==> src/rtl/core/nfd_pkg.sv <==
package nfd_pkg;

    localparam int Q_W        = 32;
    localparam int FRAC_BITS  = 30;
    localparam int DIV_STAGES = FRAC_BITS + 1;
    localparam int POST_STAGES = 6;

    localparam int R_DEN_W = 63;
    localparam int G_DEN_W = 38;
    localparam int H_DEN_W = 32;

    localparam logic [31:0] INV_4MP2_Q32 = 32'd1219669815;
    localparam logic [31:0] ONE_Q24      = 32'h0100_0000;
    localparam logic [37:0] TEN_Q24      = 38'd167772160;

    localparam logic        [31:0] DIPOLE_MASS_RST    = 32'd226291089;
    localparam logic signed [31:0] PROTON_MOMENT_RST  = 32'sd749699265;
    localparam logic signed [31:0] NEUTRON_MOMENT_RST = -32'sd513528491;

    typedef enum logic [1:0] {
        REG_DIPOLE_MASS    = 2'd0,
        REG_PROTON_MOMENT  = 2'd1,
        REG_NEUTRON_MOMENT = 2'd2
    } reg_idx_t;

    typedef struct packed {
        logic valid;
        logic dzero;
    } div_ctl_t;

endpackage

==> src/rtl/core/nfd_div.sv <==
module nfd_div #(
    parameter int W = 32
) (
    input  logic                            clk,
    input  logic [W-1:0]                    num,
    input  logic [W-1:0]                    den,
    output logic [nfd_pkg::FRAC_BITS:0]     quo
);

    localparam int STEPS = nfd_pkg::FRAC_BITS;
    localparam int QW    = STEPS + 1;

    logic [W-1:0]  rem_reg  [0:STEPS-1];
    logic [W-1:0]  den_reg  [0:STEPS-1];
    logic [QW-1:0] quo_reg  [0:STEPS];
    logic [W-1:0]  rem_next [0:STEPS-1];
    logic [QW-1:0] quo_next [0:STEPS];
    logic [W:0]    sh       [1:STEPS];

    always_comb
    begin
        // integer part is a single compare, numerator never reaches twice the divisor
        if (num >= den)
        begin
            rem_next[0] = num - den;
            quo_next[0] = QW'(1);
        end
        else
        begin
            rem_next[0] = num;
            quo_next[0] = '0;
        end
        for (int k = 1; k < STEPS; k++)
        begin
            sh[k] = {rem_reg[k-1], 1'b0};
            if (sh[k] >= {1'b0, den_reg[k-1]})
            begin
                rem_next[k] = W'(sh[k] - {1'b0, den_reg[k-1]});
                quo_next[k] = {quo_reg[k-1][QW-2:0], 1'b1};
            end
            else
            begin
                rem_next[k] = W'(sh[k]);
                quo_next[k] = {quo_reg[k-1][QW-2:0], 1'b0};
            end
        end
        // last stage needs only the quotient bit
        sh[STEPS]       = {rem_reg[STEPS-1], 1'b0};
        quo_next[STEPS] = {quo_reg[STEPS-1][QW-2:0],
                           sh[STEPS] >= {1'b0, den_reg[STEPS-1]}};
    end

    always_ff @(posedge clk)
    begin
        den_reg[0] <= den;
        for (int k = 0; k < STEPS; k++)
        begin
            rem_reg[k] <= rem_next[k];
        end
        for (int k = 0; k <= STEPS; k++)
        begin
            quo_reg[k] <= quo_next[k];
        end
        for (int k = 1; k < STEPS; k++)
        begin
            den_reg[k] <= den_reg[k-1];
        end
    end

    assign quo = quo_reg[STEPS];

endmodule

==> config.mk <==
export PLATFORM = sky130hd
export DESIGN_NAME = nfd_div
export DESIGN_NICKNAME = d
export VERILOG_FILES = /design/src/rtl/core/nfd_pkg.sv /design/src/rtl/core/nfd_div.sv
export SDC_FILE = /design/constraint.sdc
export NUM_CORES = 2
export LEC_CHECK = 0
export BUFFER_PORTS_ARGS = -buffer_cell sky130_fd_sc_hd__buf_4
export CORE_UTILIZATION = 45
export CTS_CLUSTER_DIAMETER = 30
export DETAILED_ROUTE_END_ITERATION = 8
export GPL_ROUTABILITY_DRIVEN = 0
export GPL_TIMING_DRIVEN = 0
export PLACE_DENSITY = 0.67
export SYNTH_ARGS = -nofsm -noshare
export SYNTH_HDL_FRONTEND = slang
export SYNTH_SLANG_ARGS = --single-unit
==> constraint.sdc <==
create_clock -name clk -period 6.2 [get_ports clk]
set_input_delay 0 -clock clk [delete_from_list [all_inputs] [get_ports clk]]
set_output_delay 0 -clock clk [all_outputs]
set_load 0.05 [all_outputs]
### After elaboration in Yosys (flattened, before gate mapping)

Memories as Yosys holds them, arrays and structs flattened.
Cells that the tools add are included.

* flip-flop bits (word level): 0
* memory bits (writable): 2881
* bits of input ports: 65
* output and inout bits: 31
* logic and storage cells: 124
* memories: 3

Memories
* quo_reg: words 31, bits a word 31, rd ports 31, clocked after memory_dff 0, write ports 31, RTL line nfd_div.sv:15 `logic [QW-1:0] quo_reg [0:STEPS];`
* den_reg: words 30, bits a word 32, rd ports 30, clocked after memory_dff 0, write ports 30, RTL line nfd_div.sv:14 `logic [W-1:0] den_reg [0:STEPS-1];`
* rem_reg: words 30, bits a word 32, rd ports 30, clocked after memory_dff 0, write ports 30, RTL line nfd_div.sv:13 `logic [W-1:0] rem_reg [0:STEPS-1];`

* $add $sub $neg: 30
* magnitude comparators: 31
* multiplexer cells: 60

Operator list (number)
* $ge 33x32->1: 30
* $mux 32: 30
* $sub 32x32->32: 30
* $ge 32x32->1: 1
* $mux 1: 30

### Longest topological paths before layout

An unclocked memory read counts as a cell.

* depth in word-level cells: 3
* gate-level depth with buffers: 16

### Worst setup path after synthesis

Ideal clock, no wire load.

* path type: register -> register
* start: memory den_reg[14][1], in the netlist den_reg[0][449]
* end: memory rem_reg[15][4], in the netlist rem_reg[0][484]
* setup time: 0.121 ns
* data arrival time: 3.256 ns
* required time: 6.079 ns
* path slack: 2.823 ns
* stages on the path, launching flop included: 15
* period minus slack after synthesis: 3.377 ns
* path through: dfxtp_1 > inv_1 > ha_1 > nor2b_1 > o31a_1 > or3_1 > a21oi_2 > o22a_2 > a211oi_2 > a31oi_4 > o21a_4 > a21oi_2 > a2111oi_4 > buf_6 > mux2_4

RTL lines (RTL line)
* start: declaration: nfd_div.sv:14
* end: declaration: nfd_div.sv:13

==> reports/results.txt <==
Cell repeated most along the worst path: dlygate4sd3_1
Async SR Flop Fraction: 0%
Layout Nets: 13.6k
Peak supply drop: 0.317 mV
CTS tree: yes
Crit-path cells: dlygate4sd3_1, buf_4, dlygate4sd3_1, ha_1, fa_1, nor2b_1, o31a_1, o31ai_4, a21oi_1, a221o_1, a31oi_4, a21boi_1, o21ai_1, a21oi_1, o22a_1, buf_2, buf_2, mux2_2, dlygate4sd3_1
Post-route ant nets: 0
Number of register bits inferred by synthesis: 2416
Power Total: 86.1 mW
Final Max Tran Viols: 0
Die height: 497 µm
Final std cells w/o fill: 16.1k
Setup-failing EPs final: 0
Setup TNS: 0 ns
Root buf cell: clkbuf_16
Status: finished clean
Unrepaired setup endpoints after global routing: no
Routed WL: 275000 µm
H-Tree Depth: 5
Max Fanout on Critical Path: 10
GRT overflow: 0
# port buffers: 95
Internal Power: 52.9 mW
Vias in the first global route: 83.0k
Dpl cell area: 115000 µm²
Leakage: 60.6 nW
Starting DRT DRC Count: 5320
Initial Util: 45.3%
Crit path launch type: primary input
Comb pwr share: 44.2%
WL/cell: 17.0 µm
DRC viols: 0
NetSw: 33.2 mW
Area Overhead vs Synth: 19.4%
Syn Std Cell Area: 110000 µm²
Max frequency: 209 MHz
Initial antenna violation count: 3
CP Class: primary input to flip-flop
Vias per inst: 5.26
Part of the cycle the worst path needs: 77.3%
Inst Count DP: 15.2k
Max-slew headroom at the worst pin: 24.2%
Reg clk slew, reported paths: 0.05 ns
Synthesized area per cell: 9.29 µm²
Post-synth cell types: 98
Clock Skews: 0.0816 ns
Cts repair resizes: 0
Reg power frac: 28.1%
Area of the core: 243000 µm²
Post-synth EDFFs: 0
CP max-delay cell: dlygate4sd3_1
Share of cells above drive strength 1: 11.0%
Clock Sinks: 2416
Hold Crit Class: primary input to flip-flop
Final count of hold timing violations: 0
Post-route cell area: 132000 µm²
CP delay by family, top: buffers and inverters
Syn Nets: 13.0k
PwrDens: 653 nW/µm²
Net Sw Frac: 38.6%
Ys flop type: dfxtp_1
Die area: 247000 µm²
Critical Path Max Stage Delay: 0.59 ns
DR vias: 84.9k
Chip width: 497 µm
Total CTS buffers: 431
# fillers: 21.6k
Buf/Inv on CP: 6
Clock share of power: 27.7%
First-pass iteration count of the detailed router: 6
Clock insertion delay at the later pin of the skew report: 0.91 ns
IO Pins: 96
Sequential area share after synthesis: 43.8%
Site row count: 181
Syn. warnings: 0
Max-cap violations: 0
WP data arrival: 5.58 ns
First-pass GRT wire length: 435000 µm
Slew at the pin with the worst max-slew slack: 1.13 ns
Crit path time final: 4.79 ns
Total GRT Usage: 21.6%
Clk buf depth: 4
Dpl hpwl: 209000 µm
Post-Synthesis Cells: 11.9k
Pin count of the biggest net entering global routing: 18
Critical path endpoint category: flip-flop
Crit path required time: 6.99 ns
## cell families (layout without fill, tap and decap cells)
| group | count (synthesis) | in the layout | synth area share, % |
|---|---|---|---|
| AOI/OAI and AO/OA | 3188 | 3188 | 17.9 |
| xor gates and xnor gates | 822 | 822 | 6.52 |
| adders and majority gates | 1021 | 1021 | 11.8 |
| buffers and inverters | 1509 | 2562 | 5.28 |
| DFF | 2416 | 2416 | 43.8 |
| muxes | 381 | 381 | 3.95 |
| other | 0 | 4 | 0 |
| and+or+nand+nor | 2535 | 2535 | 10.8 |
## synth_stat cells, drive strengths merged (81+ instances only)
master,n,area [µm²]
inv,1241,4660
nor2b,144,901
nor2,695,2610
dfxtp,2416,48400
xnor2,490,4290
o21ai,802,4030
mux2,369,4240
nand2,796,2990
xor2,332,2910
nand2b,145,907
clkbuf,179,672
a21oi,1092,5480
a31oi,81,537
o21a,120,908
ha,991,12400
o21bai,131,983
buf,89,499
nand3,176,881
a21o,453,3400
nand4,156,976
nor3,127,641
## worst min-delay path: cells and delay by family
| family | cells | cell delay, ns |
|---|---|---|
| adders and majority gates | 1 | 0.18 |
| xor gates and xnor gates | 1 | 0.15 |
| buffers and inverters | 2 | 0.64 |
| muxes | 1 | 0.16 |
## final cells by class
class / count / area, µm² / area share, %
inverter: 1241 / 4660 / 3.54
tap: 3202 / 4010 / 3.04
sequential: 2416 / 48400 / 36.7
clock buffer: 486 / 11400 / 8.65
buffer: 268 / 1170 / 0.889
clock inverter: 321 / 3730 / 2.84
timing repair buffer: 246 / 2220 / 1.69
antenna: 4 / 10.0 / 0.00760
multi-input combinational: 7947 / 56200 / 42.6
## worst paths after layout
check / start / slack (ns) / depth (start not counted) / end
worst max register to register: den_reg[0][1]$_DFF_P_ / 1.58 / 14 / rem_reg[0][39]$_DFF_P_
worst min-delay path: num[18] / 0.27 / 5 / rem_reg[0][18]$_DFF_P_
worst max-delay path: den[0] / 1.41 / 19 / rem_reg[0][28]$_DFF_P_
worst min register to register: den_reg[1][294]$_DFF_P_ / 0.30 / 0 / den_reg[1][326]$_DFF_P_
## power groups by stage
stage,combinational (mW),clock [mW],sequential (mW)
floorplan,29.1,0,23.2
global placement,37.0,0,24.4
detailed placement,37.2,0,24.5
CTS,37.7,24.3,24.2
global route,42.2,25.1,24.6
finish,38.1,23.8,24.2
## layout by cell type, fill, tap and decap left out, types with 145 or more instances in the layout
| cell type | instances |
|---|---|
| dfxtp_1 | 2416 |
| inv_1 | 1241 |
| a21oi_1 | 1088 |
| ha_1 | 991 |
| nand2_1 | 796 |
| o21ai_0 | 772 |
| nor2_1 | 694 |
| xnor2_1 | 490 |
| a21o_1 | 453 |
| clkbuf_16 | 435 |
| mux2_2 | 339 |
| xor2_1 | 332 |
| clkbuf_1 | 198 |
| nand3_1 | 176 |
| nand4_1 | 156 |
| dlygate4sd3_1 | 151 |
| nand2b_1 | 145 |
## timing repair
| item | CTS | global route |
|---|---|---|
| hold buffers | 151 | 0 |
| setup buffers | 0 | 0 |
| hold endpoints to repair | 64 | 0 |
## stage by stage
step           setup slack [ns]  hold slack (ns)  util, %
2_1_floorplan              2.82           0.0277        -
3_3_place_gp               1.65            0.114     47.3
3_5_place_dp               1.64            0.116     47.3
4_1_cts                    1.62            0.176     54.1
5_1_grt                    1.25            0.249     54.1
6_report                   1.41            0.265     54.1
## layer usage
| metal | track usage [%] | wire length, µm |
|---|---|---|
| met1 | 26.1 | 117000 |
| met2 | 38.2 | 133000 |
| met3 | 3.06 | 13300 |
| met4 | 9.20 | 11200 |
| met5 | 0 | 0 |
(Power assumes the default switching activity.)
